==> config.mk <==
export PLATFORM = sky130hd
export DESIGN_NAME = xml_tag_lexer_flat
export DESIGN_NICKNAME = d
export VERILOG_FILES = /design/src/rtl/xtl_pkg.sv /design/src/rtl/xtl_if.sv /design/src/rtl/xtl_fsm.sv /design/src/rtl/xml_tag_lexer.sv /design/src/flat_wrapper.sv
export SDC_FILE = /design/constraint.sdc
export NUM_CORES = 1
export LEC_CHECK = 0
export ABC_AREA = 1
export BUFFER_PORTS_ARGS = -buffer_cell sky130_fd_sc_hd__clkbuf_2
export CAP_MARGIN = 20
export CELL_PAD_IN_SITES_DETAIL_PLACEMENT = 1
export CELL_PAD_IN_SITES_GLOBAL_PLACEMENT = 1
export CORE_ASPECT_RATIO = 0.5
export CORE_MARGIN = 2
export CORE_UTILIZATION = 48
export DETAILED_ROUTE_END_ITERATION = 8
export PLACE_DENSITY = 0.95
export SETUP_SLACK_MARGIN = 0.1
export SYNTH_ARGS = -nofsm -noshare
export SYNTH_HDL_FRONTEND = slang
export SYNTH_HIERARCHICAL = 1
export SYNTH_SLANG_ARGS = --single-unit
export TNS_END_PERCENT = 50
==> constraint.sdc <==
create_clock -name clk -period 4.3 [get_ports clk]
set_input_delay 0.86 -clock clk [delete_from_list [all_inputs] [get_ports clk]]
set_output_delay 0.86 -clock clk [all_outputs]
set_load 0.005 [all_outputs]
==> src/rtl/xtl_pkg.sv <==
// Package for the XML tag lexer: character codes, lexer phase codes, event and
// error codes, tag kinds and the result record.
// No dependencies; every other file of the block but xtl_if imports it.
`timescale 1ns / 1ps
`default_nettype none

package xtl_pkg;

	localparam int MAX_TOKEN_LEN_DEF = 256;
	localparam int MAX_ATTRS_DEF     = 16;

	localparam int ATTR_IDX_W = 5;

	// Characters the lexer looks for.
	localparam logic [7:0] CH_LT    = 8'h3C;
	localparam logic [7:0] CH_GT    = 8'h3E;
	localparam logic [7:0] CH_EQ    = 8'h3D;
	localparam logic [7:0] CH_SLASH = 8'h2F;
	localparam logic [7:0] CH_SPACE = 8'h20;
	localparam logic [7:0] CH_LF    = 8'h0A;
	localparam logic [7:0] CH_CR    = 8'h0D;
	localparam logic [7:0] CH_DQUOT = 8'h22;
	localparam logic [7:0] CH_SQUOT = 8'h27;
	localparam logic [7:0] CH_ZERO  = 8'h30;
	localparam logic [7:0] CH_NINE  = 8'h39;

	// Three-byte window contents.
	localparam logic [23:0] WIN_DOTS = 24'h2E2E2E;
	localparam logic [23:0] WIN_END  = 24'h2D2D3E;
	localparam logic [23:0] WIN_OPEN = 24'h212D2D;

	// Lexer phases.
	localparam logic [3:0] PH_IDLE    = 4'd0;
	localparam logic [3:0] PH_NAME    = 4'd1;
	localparam logic [3:0] PH_CNAME   = 4'd2;
	localparam logic [3:0] PH_COMMENT = 4'd3;
	localparam logic [3:0] PH_CLOSE   = 4'd4;
	localparam logic [3:0] PH_KEY     = 4'd5;
	localparam logic [3:0] PH_VSTART  = 4'd6;
	localparam logic [3:0] PH_VDQ     = 4'd7;
	localparam logic [3:0] PH_VSQ     = 4'd8;
	localparam logic [3:0] PH_VBARE   = 4'd9;
	localparam logic [3:0] PH_VAFTER  = 4'd10;
	localparam logic [3:0] PH_SLASH   = 4'd11;
	localparam logic [3:0] PH_DONE    = 4'd12;
	localparam logic [3:0] PH_ERROR   = 4'd13;

	// Event kinds.
	localparam logic [2:0] EV_NAME    = 3'd0;
	localparam logic [2:0] EV_KEY     = 3'd1;
	localparam logic [2:0] EV_VALUE   = 3'd2;
	localparam logic [2:0] EV_COMMENT = 3'd3;
	localparam logic [2:0] EV_TAG_END = 3'd4;
	localparam logic [2:0] EV_DOC_END = 3'd5;
	localparam logic [2:0] EV_ERROR   = 3'd6;

	// Tag kinds.
	localparam logic [1:0] TAG_OPEN  = 2'd0;
	localparam logic [1:0] TAG_CLOSE = 2'd1;
	localparam logic [1:0] TAG_SELF  = 2'd2;

	// Error codes.
	localparam logic [3:0] ERR_NONE          = 4'd0;
	localparam logic [3:0] ERR_NO_LT         = 4'd1;
	localparam logic [3:0] ERR_STRAY_EQ      = 4'd2;
	localparam logic [3:0] ERR_NAME_LONG     = 4'd3;
	localparam logic [3:0] ERR_NO_QUOTE      = 4'd4;
	localparam logic [3:0] ERR_CLOSE_TRAIL   = 4'd5;
	localparam logic [3:0] ERR_NO_GT         = 4'd6;
	localparam logic [3:0] ERR_COMMENT_OPEN  = 4'd7;
	localparam logic [3:0] ERR_EARLY_END     = 4'd8;
	localparam logic [3:0] ERR_VALUE_LONG    = 4'd9;

	typedef struct packed {
		logic [2:0]            event_kind;
		logic [7:0]            out_byte;
		logic                  first_of_field;
		logic [ATTR_IDX_W-1:0] attr_index;
		logic [1:0]            node_kind;
		logic [3:0]            error_code;
	} xtl_event_t;

endpackage

`default_nettype wire

==> src/rtl/xtl_if.sv <==
// Handshake channels of the XML tag lexer: document text in, lexical events
// out, and the configuration write channel. Depends on nothing.
`timescale 1ns / 1ps
`default_nettype none

interface xtl_text_if;
	logic       valid;
	logic       ready;
	logic [7:0] in_byte;
	logic       end_of_input;

	modport source (output valid, in_byte, end_of_input, input ready);
	modport sink (input valid, in_byte, end_of_input, output ready);
endinterface

interface xtl_event_if;
	logic       valid;
	logic       ready;
	logic [2:0] event_kind;
	logic [7:0] out_byte;
	logic       first_of_field;
	logic [4:0] attr_index;
	logic [1:0] node_kind;
	logic [3:0] error_code;

	modport source (output valid, event_kind, out_byte, first_of_field, attr_index,
		node_kind, error_code, input ready);
	modport sink (input valid, event_kind, out_byte, first_of_field, attr_index,
		node_kind, error_code, output ready);
endinterface

interface xtl_cfg_if;
	logic valid;
	logic ready;
	logic allow_bare_integers;

	modport source (output valid, allow_bare_integers, input ready);
	modport sink (input valid, allow_bare_integers, output ready);
endinterface

`default_nettype wire

==> src/rtl/xtl_fsm.sv <==
// Lexer state machine: holds the phase, token length, attribute count, comment
// window and tag kind, and turns one text byte into at most one event.
// Depends on xtl_pkg.
`timescale 1ns / 1ps
`default_nettype none

module xtl_fsm
	import xtl_pkg::*;
#(
	parameter int MAX_TOKEN_LEN = MAX_TOKEN_LEN_DEF,
	parameter int MAX_ATTRS     = MAX_ATTRS_DEF
) (
	input  wire logic       clk,
	input  wire logic       arst_n,
	input  wire logic       step,
	input  wire logic [7:0] c,
	input  wire logic       eof,
	input  wire logic       allow_bare,
	output logic            emit,
	output xtl_event_t      evt
);

	localparam int FLEN_W = $clog2(MAX_TOKEN_LEN);
	localparam int ATTR_W = $clog2(MAX_ATTRS + 1);
	localparam logic [FLEN_W-1:0] FLEN_LIMIT = FLEN_W'(MAX_TOKEN_LEN - 1);
	localparam logic [FLEN_W-1:0] FLEN_TWO   = FLEN_W'(2);
	localparam logic [ATTR_W-1:0] ATTR_LIMIT = ATTR_W'(MAX_ATTRS);

	logic [3:0]        phase_q, phase_d;
	logic [FLEN_W-1:0] flen_q, flen_d;
	logic [ATTR_W-1:0] attr_q, attr_d;
	logic [23:0]       win_q, win_d;
	logic [1:0]        tag_q, tag_d;
	logic              name_empty_q, name_empty_d;

	logic [23:0]       win_sh;
	logic              is_ws;
	logic              is_term;
	logic              is_digit;
	logic              first;
	logic              after_tok;
	logic [1:0]        tag_eff;
	logic [ATTR_W+ATTR_IDX_W-1:0] attr_ext;
	logic [ATTR_IDX_W-1:0]        attr_idx;

	assign win_sh   = {win_q[15:0], c};
	assign is_ws    = (c == CH_SPACE) || (c == CH_LF) || (c == CH_CR);
	assign is_term  = is_ws || (c == CH_GT) || (c == CH_SLASH);
	assign is_digit = (c >= CH_ZERO) && (c <= CH_NINE);
	assign first    = (flen_q == '0);
	assign attr_ext = {{ATTR_IDX_W{1'b0}}, attr_q};
	assign attr_idx = attr_ext[ATTR_IDX_W-1:0];

	always_comb begin
		phase_d      = phase_q;
		flen_d       = flen_q;
		attr_d       = attr_q;
		win_d        = win_q;
		tag_d        = tag_q;
		name_empty_d = name_empty_q;
		emit         = 1'b0;
		evt          = '0;
		after_tok    = 1'b0;
		tag_eff      = tag_q;

		if ((phase_q == PH_DONE) || (phase_q == PH_ERROR)) begin
			emit = 1'b0;
		end else if (phase_q == PH_IDLE) begin
			if (eof) begin
				phase_d        = PH_DONE;
				emit           = 1'b1;
				evt.event_kind = EV_DOC_END;
			end else if (!is_ws) begin
				if (c != CH_LT) begin
					phase_d        = PH_ERROR;
					emit           = 1'b1;
					evt.event_kind = EV_ERROR;
					evt.error_code = ERR_NO_LT;
				end else begin
					phase_d      = PH_NAME;
					flen_d       = '0;
					name_empty_d = 1'b1;
					attr_d       = '0;
					tag_d        = TAG_OPEN;
					win_d        = WIN_DOTS;
				end
			end
		end else if (eof) begin
			phase_d        = PH_ERROR;
			emit           = 1'b1;
			evt.event_kind = EV_ERROR;
			evt.error_code = (phase_q == PH_COMMENT) ? ERR_COMMENT_OPEN : ERR_EARLY_END;
		end else begin
			unique case (phase_q) inside
				PH_COMMENT: begin
					win_d = win_sh;
					if (win_sh == WIN_END) begin
						phase_d = PH_IDLE;
					end
				end
				PH_NAME, PH_CNAME, PH_CLOSE, PH_KEY, PH_SLASH: begin
					if (c == CH_EQ) begin
						if (phase_q != PH_KEY) begin
							phase_d        = PH_ERROR;
							emit           = 1'b1;
							evt.event_kind = EV_ERROR;
							evt.error_code = ERR_STRAY_EQ;
						end else begin
							phase_d = PH_VSTART;
							flen_d  = '0;
						end
					end else if (flen_q >= FLEN_LIMIT) begin
						phase_d        = PH_ERROR;
						emit           = 1'b1;
						evt.event_kind = EV_ERROR;
						evt.error_code = ERR_NAME_LONG;
					end else if (is_term) begin
						if (phase_q == PH_NAME) begin
							if (name_empty_q && (c == CH_SLASH)) begin
								tag_d   = TAG_CLOSE;
								phase_d = PH_CLOSE;
								flen_d  = '0;
							end else begin
								tag_d     = TAG_OPEN;
								tag_eff   = TAG_OPEN;
								after_tok = 1'b1;
							end
						end else if (phase_q == PH_CNAME) begin
							win_d   = win_sh;
							phase_d = (win_sh == WIN_END) ? PH_IDLE : PH_COMMENT;
						end else if (phase_q == PH_KEY) begin
							if (attr_q < ATTR_LIMIT) begin
								attr_d = attr_q + ATTR_W'(1);
							end
							after_tok = 1'b1;
						end else if (c == CH_GT) begin
							phase_d        = PH_IDLE;
							emit           = 1'b1;
							evt.event_kind = EV_TAG_END;
							evt.node_kind  = tag_q;
						end else begin
							phase_d        = PH_ERROR;
							emit           = 1'b1;
							evt.event_kind = EV_ERROR;
							evt.error_code = (phase_q == PH_CLOSE) ? ERR_CLOSE_TRAIL
								: ERR_NO_GT;
						end
					end else begin
						flen_d = flen_q + FLEN_W'(1);
						if (phase_q == PH_NAME) begin
							name_empty_d = 1'b0;
							win_d        = win_sh;
							// The third byte of "!--" turns the tag into a comment.
							if ((flen_q == FLEN_TWO) && (win_sh == WIN_OPEN)) begin
								phase_d        = PH_CNAME;
								win_d          = WIN_DOTS;
								emit           = 1'b1;
								evt.event_kind = EV_COMMENT;
							end else begin
								emit               = 1'b1;
								evt.event_kind     = EV_NAME;
								evt.out_byte       = c;
								evt.first_of_field = first;
							end
						end else if (phase_q == PH_CNAME) begin
							win_d = win_sh;
						end else if (phase_q == PH_CLOSE) begin
							emit               = 1'b1;
							evt.event_kind     = EV_NAME;
							evt.out_byte       = c;
							evt.first_of_field = first;
						end else if (phase_q == PH_KEY) begin
							emit               = 1'b1;
							evt.event_kind     = EV_KEY;
							evt.out_byte       = c;
							evt.first_of_field = first;
							evt.attr_index     = attr_idx;
						end
					end
				end
				PH_VSTART: begin
					if (c == CH_DQUOT) begin
						phase_d = PH_VDQ;
					end else if (c == CH_SQUOT) begin
						phase_d = PH_VSQ;
					end else if (!allow_bare) begin
						phase_d        = PH_ERROR;
						emit           = 1'b1;
						evt.event_kind = EV_ERROR;
						evt.error_code = ERR_NO_QUOTE;
					end else begin
						phase_d            = PH_VBARE;
						flen_d             = FLEN_W'(1);
						emit               = 1'b1;
						evt.event_kind     = EV_VALUE;
						evt.out_byte       = c;
						evt.first_of_field = 1'b1;
						evt.attr_index     = attr_idx;
					end
				end
				PH_VDQ, PH_VSQ: begin
					if (((phase_q == PH_VDQ) && (c == CH_DQUOT))
						|| ((phase_q == PH_VSQ) && (c == CH_SQUOT))) begin
						phase_d = PH_VAFTER;
					end else if (flen_q >= FLEN_LIMIT) begin
						phase_d        = PH_ERROR;
						emit           = 1'b1;
						evt.event_kind = EV_ERROR;
						evt.error_code = ERR_VALUE_LONG;
					end else begin
						flen_d             = flen_q + FLEN_W'(1);
						emit               = 1'b1;
						evt.event_kind     = EV_VALUE;
						evt.out_byte       = c;
						evt.first_of_field = first;
						evt.attr_index     = attr_idx;
					end
				end
				PH_VBARE, PH_VAFTER: begin
					if ((phase_q == PH_VBARE) && is_digit) begin
						if (flen_q >= FLEN_LIMIT) begin
							phase_d        = PH_ERROR;
							emit           = 1'b1;
							evt.event_kind = EV_ERROR;
							evt.error_code = ERR_VALUE_LONG;
						end else begin
							flen_d         = flen_q + FLEN_W'(1);
							emit           = 1'b1;
							evt.event_kind = EV_VALUE;
							evt.out_byte   = c;
							evt.attr_index = attr_idx;
						end
					end else begin
						if (attr_q < ATTR_LIMIT) begin
							attr_d = attr_q + ATTR_W'(1);
						end
						after_tok = 1'b1;
					end
				end
				default: begin
					phase_d        = PH_ERROR;
					emit           = 1'b1;
					evt.event_kind = EV_ERROR;
					evt.error_code = ERR_EARLY_END;
				end
			endcase
		end

		// A name or attribute has ended; the terminator decides what follows.
		if (after_tok) begin
			if (c == CH_SPACE) begin
				phase_d = PH_KEY;
				flen_d  = '0;
			end else if (c == CH_SLASH) begin
				tag_d   = TAG_SELF;
				phase_d = PH_SLASH;
				flen_d  = '0;
			end else if (c == CH_GT) begin
				phase_d        = PH_IDLE;
				emit           = 1'b1;
				evt.event_kind = EV_TAG_END;
				evt.node_kind  = tag_eff;
			end else begin
				phase_d        = PH_ERROR;
				emit           = 1'b1;
				evt.event_kind = EV_ERROR;
				evt.error_code = ERR_NO_GT;
			end
		end
	end

	always_ff @(posedge clk or negedge arst_n) begin
		if (!arst_n) begin
			phase_q      <= PH_IDLE;
			flen_q       <= '0;
			attr_q       <= '0;
			win_q        <= WIN_DOTS;
			tag_q        <= TAG_OPEN;
			name_empty_q <= 1'b1;
		end else if (step) begin
			phase_q      <= phase_d;
			flen_q       <= flen_d;
			attr_q       <= attr_d;
			win_q        <= win_d;
			tag_q        <= tag_d;
			name_empty_q <= name_empty_d;
		end
	end

endmodule

`default_nettype wire

==> src/rtl/xml_tag_lexer.sv <==
// Top level of the XML tag lexer: input register, lexer state machine, event
// output register and the configuration register.
// Depends on xtl_pkg, the channels in xtl_if and xtl_fsm.
`timescale 1ns / 1ps
`default_nettype none

// The lexer takes one byte of document text per request on the text channel and
// returns at most one event per byte on the events channel, in order. A byte is
// held in an input register, decoded by the lexer state machine when the output
// register is free or being emptied, and its event lands in that register; one
// byte can be taken every cycle as long as events are taken; a waiting
// event does not stop the input register from filling. The state machine's
// registers (phase, length, count, window, tag) are the only loop. After a
// document end or an error event the block takes bytes but reports nothing until
// reset. allow_bare_integers is written on the cfg channel, which is always
// ready, and should only be changed while no byte is in flight.
module xml_tag_lexer
	import xtl_pkg::*;
#(
	parameter int MAX_TOKEN_LEN = MAX_TOKEN_LEN_DEF,
	parameter int MAX_ATTRS     = MAX_ATTRS_DEF
) (
	input wire logic    clk,
	input wire logic    arst_n,
	xtl_text_if.sink    text,
	xtl_event_if.source events,
	xtl_cfg_if.sink     cfg
);

	logic       valid_s1;
	logic [7:0] byte_s1;
	logic       eof_s1;
	logic       advance;
	logic       emit;
	xtl_event_t evt;
	logic       valid_s2;
	xtl_event_t evt_s2;
	logic       allow_bare_q;

	assign advance    = valid_s1 && (!valid_s2 || events.ready);
	assign text.ready = !valid_s1 || advance;
	assign cfg.ready  = 1'b1;

	always_ff @(posedge clk or negedge arst_n) begin
		if (!arst_n) begin
			valid_s1 <= 1'b0;
		end else if (text.valid && text.ready) begin
			valid_s1 <= 1'b1;
		end else if (advance) begin
			valid_s1 <= 1'b0;
		end
	end

	always_ff @(posedge clk) begin
		if (text.valid && text.ready) begin
			byte_s1 <= text.in_byte;
			eof_s1  <= text.end_of_input;
		end
	end

	xtl_fsm #(
		.MAX_TOKEN_LEN(MAX_TOKEN_LEN),
		.MAX_ATTRS    (MAX_ATTRS)
	) u_fsm (
		.clk       (clk),
		.arst_n    (arst_n),
		.step      (advance),
		.c         (byte_s1),
		.eof       (eof_s1),
		.allow_bare(allow_bare_q),
		.emit      (emit),
		.evt       (evt)
	);

	always_ff @(posedge clk or negedge arst_n) begin
		if (!arst_n) begin
			valid_s2 <= 1'b0;
		end else if (advance && emit) begin
			valid_s2 <= 1'b1;
		end else if (events.ready) begin
			valid_s2 <= 1'b0;
		end
	end

	always_ff @(posedge clk) begin
		if (advance && emit) begin
			evt_s2 <= evt;
		end
	end

	always_ff @(posedge clk or negedge arst_n) begin
		if (!arst_n) begin
			allow_bare_q <= 1'b0;
		end else if (cfg.valid && cfg.ready) begin
			allow_bare_q <= cfg.allow_bare_integers;
		end
	end

	assign events.valid          = valid_s2;
	assign events.event_kind     = evt_s2.event_kind;
	assign events.out_byte       = evt_s2.out_byte;
	assign events.first_of_field = evt_s2.first_of_field;
	assign events.attr_index     = evt_s2.attr_index;
	assign events.node_kind      = evt_s2.node_kind;
	assign events.error_code     = evt_s2.error_code;

endmodule

`default_nettype wire

==> src/flat_wrapper.sv <==
// flat-port wrapper written by rule: the top's interface ports become plain ports
module xml_tag_lexer_flat import xtl_pkg::*;
#(
	parameter int MAX_TOKEN_LEN = MAX_TOKEN_LEN_DEF,
	parameter int MAX_ATTRS     = MAX_ATTRS_DEF
)
  (clk, arst_n, text_valid, text_in_byte, text_end_of_input, text_ready, events_valid, events_event_kind, events_out_byte, events_first_of_field, events_attr_index, events_node_kind, events_error_code, events_ready, cfg_valid, cfg_allow_bare_integers, cfg_ready);
  xtl_text_if text_i ();
  xtl_event_if events_i ();
  xtl_cfg_if cfg_i ();
  input wire logic clk;
  input wire logic arst_n;
  input wire logic [$bits(text_i.valid)-1:0] text_valid;
  input wire logic [$bits(text_i.in_byte)-1:0] text_in_byte;
  input wire logic [$bits(text_i.end_of_input)-1:0] text_end_of_input;
  output wire logic [$bits(text_i.ready)-1:0] text_ready;
  output wire logic [$bits(events_i.valid)-1:0] events_valid;
  output wire logic [$bits(events_i.event_kind)-1:0] events_event_kind;
  output wire logic [$bits(events_i.out_byte)-1:0] events_out_byte;
  output wire logic [$bits(events_i.first_of_field)-1:0] events_first_of_field;
  output wire logic [$bits(events_i.attr_index)-1:0] events_attr_index;
  output wire logic [$bits(events_i.node_kind)-1:0] events_node_kind;
  output wire logic [$bits(events_i.error_code)-1:0] events_error_code;
  input wire logic [$bits(events_i.ready)-1:0] events_ready;
  input wire logic [$bits(cfg_i.valid)-1:0] cfg_valid;
  input wire logic [$bits(cfg_i.allow_bare_integers)-1:0] cfg_allow_bare_integers;
  output wire logic [$bits(cfg_i.ready)-1:0] cfg_ready;
  assign text_i.valid = text_valid;
  assign text_i.in_byte = text_in_byte;
  assign text_i.end_of_input = text_end_of_input;
  assign text_ready = text_i.ready;
  assign events_valid = events_i.valid;
  assign events_event_kind = events_i.event_kind;
  assign events_out_byte = events_i.out_byte;
  assign events_first_of_field = events_i.first_of_field;
  assign events_attr_index = events_i.attr_index;
  assign events_node_kind = events_i.node_kind;
  assign events_error_code = events_i.error_code;
  assign events_i.ready = events_ready;
  assign cfg_i.valid = cfg_valid;
  assign cfg_i.allow_bare_integers = cfg_allow_bare_integers;
  assign cfg_ready = cfg_i.ready;
  xml_tag_lexer #(.MAX_TOKEN_LEN(MAX_TOKEN_LEN), .MAX_ATTRS(MAX_ATTRS)) u_core (.clk(clk), .arst_n(arst_n), .text(text_i), .events(events_i), .cfg(cfg_i));
endmodule
==> impl_metrics.tcl, run 1 <==
set metrics [dict create \
    status "completed" \
    syn_area_um2 5360 \
    ctsHoldBuffers 0 \
    yosysSeqAreaShare 0.364 \
    crit_top_cell "nand3_1" \
    areaGrowthSynthToFinish_pct 11.5 \
    core_um2 10900 \
    layout.cells.non_filler 962 \
    wl_per_cell_um 21.3 \
    hold_path.class "reg2reg" \
    power_switching_mw 2.28 \
    drtPass1Iterations 5 \
    path_cells "nor2_2 -> nand3_1 -> nor2_4 -> nor2_4 -> nand3_4 -> nand3_1 -> nand2_2 -> nand3_1 -> nor2_1 -> inv_1 -> nand2_1 -> inv_1 -> nor2_2 -> buf_8" \
    tightest_slew_ns 0.679 \
    final_common_cell "nand2_1" \
    syn_inst 775 \
    fmax_ghz 0.288 \
    cts_tree "done" \
    synthArstFlopShare 0.549 \
    setup_viol 0 \
    startpoint_type "register" \
    p_comb_frac 0.547 \
    synth_edf_count 32 \
    cts.sinks 71 \
    chipWidth_um 153 \
    path_max_fanout 22 \
    p_leak_nw 2.94 \
    p_clk_frac 0.173 \
    worstPathArrival_ns 3.52 \
    hp-start "u_core/u_fsm/win_q[13]$_DFFE_PN1P_" \
    crit_buf_inv 3 \
    cts_setup_buffers 0 \
    vias 5820 \
    ys_top_cells_by_area "nand2_1 19%, edfxtp_1 18%, dfrtp_1 14%, nand3_1 6.9%, inv_1 5.5%" \
    drc 0 \
    relSlewSlack 0.547 \
    yosysTopAreaCell "nand2_1" \
    dp_hpwl_um 15200 \
    grt_pass1_wl_um 32100 \
    clockRootBuffer "clkbuf_16" \
    skew_ns 0.0181 \
    synth_cell_types 47 \
    crit_cells 14 \
    grt_util_all_layers 0.344 \
    ys_warn_count 6 \
    initialDrtViolationCount 525 \
    crit_family "simple AND/OR/NAND/NOR gates" \
    n_fill_cell 1451 \
    synth_top_area_share 0.186 \
    antennaDiodeCount 0 \
    gp_congestion 1.03 \
    ys.flop_type "edfxtp_1" \
    globalRouteOverflowTotal 0 \
    io_pins 41 \
    r2r_setup_slack_ns 0.82 \
    avgSynthCellArea_um2 6.91 \
    ys_ff_latch 71 \
    die_area_um2 12100 \
    slowest_stage "nor2_2" \
    path_class "reg2reg" \
    crit_path_max_incr_delay_ns 0.54 \
    drive_above_1_share 0.173 \
    p_sw_frac 0.518 \
    die_height_um 78.7 \
    fin_tns_setup_ns 0 \
    grt_pass1_vias 5826 \
    grt_max_degree 40 \
    worstSetupEndpoint "u_core/events.event_kind[0]$_DFFE_PP_" \
    internal-power_mw 2.12 \
    finalMaxSlewViolations 0 \
    drtAntennaViolNets 0 \
    clk_path_buf_depth 2 \
    rows 27 \
    clk_latency_ns 0.35 \
    cts.htree.levels 3 \
    cts_buffers 9 \
    final_nets 831 \
    maxCapViolations 0 \
    final_cell_mix "265 x nand2_1, 79 x inv_1, 74 x nand3_1" \
    critPathLaunch "u_core/byte_s1[6]$_DFFE_PP_" \
    r2r-end "u_core/events.event_kind[0]$_DFFE_PP_" \
    vias_per_cell 6.05 \
    dp.cells 946 \
    r2r_cells 14 \
    io_buffer_count 39 \
    clkTransAtPathRegs_ns 0.08 \
    timing.rr.start "u_core/byte_s1[6]$_DFFE_PP_" \
    seq_power_share 0.280 \
    rsz0062_at_grt "no" \
    routed_wl_um 20500 \
    antenna_found_initial 0 \
    syn-num-nets 794 \
    cts-resized-gates 0 \
    max-vdd-ir-drop_uv 391 \
    crit_required_ns 4.34 \
    start_util 0.489 \
    critical_path.endpoint_type "register" \
    layout_min_cycle_time_ns 3.48 \
    fin_crit_sh 0.808 \
    finalHoldViolCount 0 \
    p_per_area_nw_per_um2 737 \
]
[layer usage]
metal	vias to the layer above	global-route usage	part of all wire
met1	2823	0.469	0.44
met4	0	0.115	0.028
li1	2621	-	-
met3	50	0.0786	0.096
met2	326	0.546	0.43
met5	-	0	0
[metrics by stage]
step	hold slack [ns]	util	worst slack [ns]	cell area [um^2]	power (mW)
floorplan	0.455	-	1.51	5360	2.76
global placement	0.491	0.517	0.829	5660	3.43
detailed placement	0.520	0.519	0.941	5680	3.53
CTS	0.534	0.546	0.906	5970	4.33
global route	0.538	0.546	0.552	5970	4.65
finish	0.535	0.546	0.824	5970	4.40
[cell usage after synthesis, types with 2 or more instances]
library cell	n
a22oi_1	14
dfstp_2	9
nand3_1	74
o211ai_1	3
nand2_2	15
xor2_1	6
o22ai_1	15
inv_1	79
o22ai_2	6
inv_2	14
ha_1	4
nand4_1	10
dfrtp_1	30
buf_1	2
edfxtp_1	32
a2bb2oi_2	4
buf_6	3
or2_2	2
nor2_1	62
clkbuf_1	5
nor2_2	12
nand3_2	4
a2bb2oi_1	2
o21ai_0	33
nor3_1	10
o21ai_1	10
a21oi_1	17
nand2_1	265
buf_2	8
nor2_4	8
[cell type report]
type | instances | area (um^2) | share of cell area
Timing Repair Buffer | 45 | 248 | 0.0415
Clock inverter | 7 | 68.8 | 0.0115
Clock buffer | 9 | 225 | 0.0377
Sequential cell | 71 | 1950 | 0.326
Tap cell | 145 | 181 | 0.0304
Multi-Input combinational cell | 590 | 2940 | 0.493
Inverter | 95 | 359 | 0.0601
[power by group through the flow]
stage	Sequential, mW	Clock [mW]	Combinational (mW)
6_report	1.23	0.760	2.41
5_1_grt	1.26	0.795	2.60
4_1_cts	1.23	0.767	2.33
3_5_place_dp	1.24	0	2.29
3_3_place_gp	1.22	0	2.21
2_1_floorplan	1.17	0	1.59
[cells by family (layout without fill, tap and decap cells)]
| kind of cell | count (synthesis) | after routing | share of synthesized area |
|---|---|---|---|
| XOR/XNOR | 6 | 6 | 0.00981 |
| adder cells (fa/ha/maj) | 4 | 4 | 0.00934 |
| AO/OA/AOI/OAI | 113 | 113 | 0.140 |
| other | 1 | 1 | 0.000700 |
| AND/OR/NAND/NOR | 466 | 466 | 0.390 |
| flip-flops | 71 | 71 | 0.364 |
| buffers and inverters | 114 | 156 | 0.0871 |
[worst register-to-register path, stage by stage, from the launching register on]
cell      delay, ns
edfxtp_1       0.43
nor2_2         0.27
nand3_1        0.26
nor2_4         0.26
nor2_4         0.10
nand3_4        0.25
nand3_1        0.14
nand2_2        0.15
nand3_1        0.13
nor2_1         0.17
inv_1          0.09
nand2_1        0.07
inv_1          0.06
nor2_2         0.54
buf_8          0.25
[sequential cells by signal (all words and copies together) (netlist names), 2 cells and up]
register,cells
u_core/byte_s1,8
u_core/events.event_kind,3
u_core/events.error_code,4
u_core/u_fsm/flen_q,8
u_core/events.node_kind,2
u_core/u_fsm/tag_q,2
u_core/events.out_byte,8
u_core/events.attr_index,5
u_core/u_fsm/phase_q,4
u_core/u_fsm/attr_idx,5
u_core/u_fsm/win_q,16
[worst min-delay path by stage]
stage / end / depth (start not counted) / slack, ns
5_1_grt: u_core/u_fsm/win_q[13]$_DFFE_PN1P_ / 1 / 0.54
6_report: u_core/u_fsm/win_q[13]$_DFFE_PN1P_ / 1 / 0.53
2_1_floorplan: u_core/u_fsm/tag_q[1]$_DFFE_PN0P_ / 2 / 0.46
4_1_cts: u_core/u_fsm/win_q[13]$_DFFE_PN1P_ / 1 / 0.53
3_5_place_dp: u_core/u_fsm/win_q[13]$_DFFE_PN1P_ / 1 / 0.52
3_3_place_gp: u_core/u_fsm/tag_q[1]$_DFFE_PN0P_ / 2 / 0.49
Power figures use the tool's default switching activity.
==> inputs of run 2 (changes only) <==
Settings changed: CORE_UTILIZATION 48 to 44, PLACE_DENSITY 0.95 to 0.91.
Clock period 4.3 ns to 3.47 ns, I/O delays scaled along.
==> run 2 against run 1 <==
  * Critical endpoint is now u_core/events.out_byte[5]$_DFFE_PP_
  * Clock skew down 0.0071 ns
  * Critical path depth stayed put
  * Die area rose by 8.7%
==> impl_metrics.tcl, run 2 (same netlist as run 1, synthesis figures left out) <==
set metrics [dict create \
    status "completed" \
    totalPowerFinal_mw 5.72 \
    hold_path.class "in2async" \
    vias_per_cell 5.80 \
    final_common_cell "nand2_1" \
    top_usage_layer "met2" \
    clockRootBuffer "clkbuf_16" \
    clkTransAtPathRegs_ns 0.06 \
    drive_above_1_share 0.207 \
    fin_crit_sh 0.894 \
    grt_util_all_layers 0.340 \
    cts_setup_buffers 0 \
    vias 5896 \
    grt_pass1_wl_um 33400 \
    dp_hpwl_um 16100 \
    io_buffer_count 39 \
    layout_min_cycle_time_ns 3.10 \
    critPathLaunch "u_core/byte_s1[6]$_DFFE_PP_" \
    antennaDiodeCount 0 \
    setup_viol 0 \
    drtAntennaViolNets 0 \
    max-vdd-ir-drop_uv 370 \
    finalHoldViolCount 0 \
    crit_family "simple AND/OR/NAND/NOR gates" \
    drc 0 \
    relSlewSlack 0.437 \
    crit_path_max_incr_delay_ns 0.51 \
    fmax_ghz 0.322 \
    grtUsageMet2 0.555 \
    path_class "reg2reg" \
    grt_max_degree 31 \
    die_area_um2 13100 \
    areaGrowthSynthToFinish_pct 17.4 \
    p_per_area_nw_per_um2 909 \
    grtUsageMet1 0.443 \
    globalRouteOverflowTotal 0 \
    r2r-end "u_core/events.out_byte[5]$_DFFE_PP_" \
    crit_required_ns 3.53 \
    p_leak_nw 3.12 \
    fin_tns_setup_ns 0 \
    r2r_cells 14 \
    largest_reg_flops 16 \
    final_cell_mix "265 x nand2_1, 79 x inv_1, 74 x nand3_1" \
    r2r_setup_slack_ns 0.37 \
    io_pins 41 \
    antenna_found_initial 0 \
    cts_tree "done" \
    skew_ns 0.0109 \
    stdcell_area_um2 6290 \
    slowest_stage "nor2_4" \
    maxCapViolations 0 \
    cts_buffers 9 \
    clk_latency_ns 0.34 \
    chipWidth_um 160 \
    routed_wl_um 21500 \
    placed_cell_area_um2 5960 \
    timing.rr.start "u_core/byte_s1[6]$_DFFE_PP_" \
    cts.htree.levels 3 \
    critical_path.endpoint_type "register" \
    clk_path_buf_depth 2 \
    grt_pass1_vias 5946 \
    drtPass1Iterations 5 \
    path_cells "nor2_2 -> nand3_1 -> nor2_2 -> inv_1 -> nand3_4 -> nand3_1 -> nand2_2 -> nand3_1 -> nor2_1 -> inv_1 -> nand2_1 -> inv_1 -> nor2_4 -> buf_4" \
    die_height_um 82.0 \
    regMostFlops "u_core/u_fsm/win_q" \
    start_util 0.452 \
    wl_per_cell_um 21.1 \
    path_max_fanout 19 \
    initialDrtViolationCount 573 \
    rows 28 \
    tightest_slew_ns 0.845 \
    crit_buf_inv 4 \
    finalMaxSlewViolations 0 \
    use_met3 0.0904 \
    final_nets 866 \
    rsz0062_at_grt "no" \
    gp_congestion 1.03 \
    worstPathArrival_ns 3.16 \
    core_um2 11800 \
    cts.sinks 71 \
    startpoint_type "register" \
]
[run 2: cell count changes in the layout (fill, tap and decap cells not counted), sizes merged]
cell | previous run | this run
buf | 6 | 41
bufinv | 0 | 1
clkbuf | 48 | 49
clkinv | 2 | 3
clkinvlp | 0 | 1
inv | 100 | 96
[run 2: routing by layer]
metal  part of all wire  up-vias
met5                  0        -
met4              0.022        0
met3              0.090       51
met2               0.44      274
met1               0.45     2875
li1                   -     2696
[run 2: how the worst max path moves through the flow]
stage	endpoint	depth (start not counted)
after floorplan	u_core/events.attr_index[0]$_DFFE_PP_	13
after global placement	u_core/events.out_byte[7]$_DFFE_PP_	14
after detailed placement	u_core/events.out_byte[6]$_DFFE_PP_	14
after CTS	u_core/events.out_byte[6]$_DFFE_PP_	14
after global routing	u_core/events.out_byte[5]$_DFFE_PP_	14
final	u_core/events.out_byte[5]$_DFFE_PP_	14
[run 2: timing repair]
action	in CTS	in global routing
hold buffers	0	0
setup endpoints to repair	5	0
gates resized for setup	1	0
[run 2: stage by stage]
stage | setup slack (ns) | hold WS [ns] | instances | utilization
4_1_cts | 0.395 | 0.477 | 1017 | 0.531
5_1_grt | 0.128 | 0.514 | 1017 | 0.531
6_report | 0.366 | 0.445 | 1017 | 0.531
2_1_floorplan | 0.683 | 0.398 | 775 | -
3_5_place_dp | 0.0869 | 0.509 | 1001 | 0.503
3_3_place_gp | 0.252 | 0.491 | 1001 | 0.503
[run 2: power breakdown]
| part | total [mW] | leakage [nW] | internal [mW] | switching, mW |
|---|---|---|---|---|
| clock | 1.01 | 0.155 | 0.609 | 0.405 |
| combinational | 3.21 | 2.17 | 1.00 | 2.21 |
| sequential | 1.49 | 0.794 | 1.26 | 0.233 |
| total | 5.72 | 3.12 | 2.87 | 2.84 |
[run 2: worst reg2reg max path: cells and delay by family, from the launching register on]
family,cells,cell delay [ns]
buffers and inverters,4,0.52
and+or+nand+nor,10,1.82
DFF,1,0.45
[run 2: final cells by class]
| cell class | instances | area, um^2 |
|---|---|---|
| Tap cell | 165 | 206 |
| Timing Repair Buffer | 80 | 503 |
| Fill cell | 1583 | 5550 |
| Inverter | 95 | 359 |
| Clock buffer | 10 | 250 |
| Sequential cell | 71 | 1950 |
| Multi-Input combinational cell | 590 | 2950 |
| Clock inverter | 6 | 72.6 |
==> inputs of run 3 (changes only) <==
--- a/config.mk
+++ b/config.mk
@@ -13,5 +13,6 @@
 export CORE_ASPECT_RATIO = 0.5
-export CORE_MARGIN = 2
+export CORE_MARGIN = 4
 export CORE_UTILIZATION = 44
 export DETAILED_ROUTE_END_ITERATION = 8
+export GPL_ROUTABILITY_DRIVEN = 0
 export PLACE_DENSITY = 0.91
==> constraint.sdc (replaced) <==
create_clock -name clk -period 3.47 [get_ports clk]
set_input_delay 0.347 -clock clk [delete_from_list [all_inputs] [get_ports clk]]
set_output_delay 0.347 -clock clk [all_outputs]
set_load 0.005 [all_outputs]
==> run 3 against run 2 <==
  * Final cell count shrank 3.1%
  * Via count decreased by 1.8%
  * Non-clock buffer count fell by 32
  * Count of clock-buffer cells in the layout is 1 lower
  * Sequential share of layout area grew 1.3 points
  * Die area up 7.5%
  * Worst setup slack gained 0.027 ns
  * Combinational power decreased by 7.8%
==> impl_metrics.tcl, run 3 (same netlist as run 1, synthesis figures left out) <==
set metrics [dict create \
    fin_tns_setup_ns 0 \
    fmax_ghz 0.325 \
    io_pins 41 \
    final_common_cell "nand2_1" \
    cts_setup_buffers 0 \
    worstPathArrival_ns 3.10 \
    clockRootBuffer "clkbuf_16" \
    final_cell_mix "265 x nand2_1, 79 x inv_1, 74 x nand3_1" \
    die_height_um 86.0 \
    rows 28 \
    start_util 0.452 \
    clk_path_buf_depth 2 \
    finalHoldViolCount 0 \
    layout_min_cycle_time_ns 3.08 \
    cts.htree.levels 3 \
    critical_path.endpoint_type "register" \
    critPathLaunch "u_core/byte_s1[6]$_DFFE_PP_" \
    n_fill_cell 1599 \
    globalRouteOverflowTotal 0 \
    relSlewSlack 0.668 \
    p_per_area_nw_per_um2 906 \
    timing.rr.start "u_core/byte_s1[6]$_DFFE_PP_" \
    clk_latency_ns 0.34 \
    vias 5789 \
    hold_depth 1 \
    finalMaxSlewViolations 0 \
    drtPass1Iterations 6 \
    fin_crit_sh 0.887 \
    r2r_cells 14 \
    largest_reg_flops 16 \
    routed_wl_um 19500 \
    areaGrowthSynthToFinish_pct 12.5 \
    initialDrtViolationCount 784 \
    rsz0062_at_grt "no" \
    p_leak_nw 2.95 \
    cts.sinks 71 \
    path_class "reg2reg" \
    cts_buffers 9 \
    io_buffer_count 39 \
    startpoint_type "register" \
    final_nets 834 \
    cts-resized-gates 0 \
    drtAntennaViolNets 0 \
    maxCapViolations 0 \
    status "completed" \
    regMostFlops "u_core/u_fsm/win_q" \
    totalPowerFinal_mw 5.46 \
    hold_path.class "in2reg" \
    vias_per_cell 5.88 \
    drive_above_1_share 0.174 \
    crit_required_ns 3.50 \
    antennaDiodeCount 0 \
    drc 0 \
    clkTransAtPathRegs_ns 0.06 \
    grt_pass1_vias 5766 \
    grt_util_all_layers 0.286 \
    core_um2 11800 \
    path_max_fanout 22 \
    chipWidth_um 164 \
    antenna_found_initial 0 \
    grt_max_degree 30 \
    hp-start "text_end_of_input" \
    dp_hpwl_um 14700 \
    die_area_um2 14100 \
    cts_tree "done" \
    max-vdd-ir-drop_uv 326 \
    wl_per_cell_um 19.8 \
    setup_viol 0 \
    tightest_slew_ns 0.497 \
    grt_pass1_wl_um 31300 \
    skew_ns 0.0134 \
]
run 3: cell type report:
| type | instances | area [um^2] | share of cell area |
|---|---|---|---|
| clock inverters | 7 | 78.8 | 0.0131 |
| flip-flops and latches | 71 | 1950 | 0.323 |
| well taps | 165 | 206 | 0.0343 |
| clock buffers | 9 | 225 | 0.0374 |
| repair buffers | 48 | 265 | 0.0440 |
| multi-input cells | 590 | 2940 | 0.488 |
| inverters | 95 | 359 | 0.0596 |
run 3: metal layers:
layer	global-route usage	wire, um	vias to the layer above
li1	-	-	2631
met1	0.399	8680	2799
met2	0.443	8380	295
met3	0.0696	1870	64
met4	0.0852	538	0
met5	0	0	-
run 3: worst paths after layout:
check                                                         to  slack (ns)
min in group asynchronous   u_core/u_fsm/attr_idx[2]$_DFFE_PN0P_        0.44
max in group asynchronous     u_core/u_fsm/win_q[13]$_DFFE_PN1P_        2.26
setup reg to reg           u_core/events.error_code[1]$_DFFE_PP_        0.39
hold / removal                           u_core/eof_s1$_DFFE_PP_        0.18
setup / recovery           u_core/events.error_code[1]$_DFFE_PP_        0.39
hold reg to reg                u_core/u_fsm/tag_q[1]$_DFFE_PN0P_        0.50
run 3: worst max-delay path, cell delays in order (launching register included):
cell      delay (ns)
edfxtp_1        0.43
nor2_2          0.25
nand3_1         0.25
nor2_2          0.20
inv_1           0.11
nand3_4         0.27
nand3_1         0.14
nand2_2         0.13
nand3_1         0.12
nor2_1          0.19
inv_1           0.10
nand2_1         0.08
inv_1           0.07
nor2_2          0.14
buf_4           0.26
run 3: through the flow:
stage	hold slack [ns]	util	area, um^2	setup slack [ns]	std cells
2_1_floorplan	0.0514	-	5360	0.683	775
3_3_place_gp	0.249	0.482	5710	0.667	968
3_5_place_dp	0.250	0.482	5710	0.525	968
4_1_cts	0.172	0.509	6030	0.470	985
5_1_grt	0.173	0.509	6030	0.219	985
6_report	0.180	0.509	6030	0.393	985
run 3: repair_timing:
action	in CTS	in global routing
hold endpoints to repair	9	0
endpoints found under the setup margin	0	0
hold buffers	1	0
run 3: report_power, final:
| part | total (mW) | switching (mW) | internal [mW] |
|---|---|---|---|
| combinational | 2.96 | 2.08 | 0.876 |
| clock | 0.971 | 0.406 | 0.565 |
| sequential | 1.53 | 0.270 | 1.26 |
| total | 5.46 | 2.76 | 2.70 |
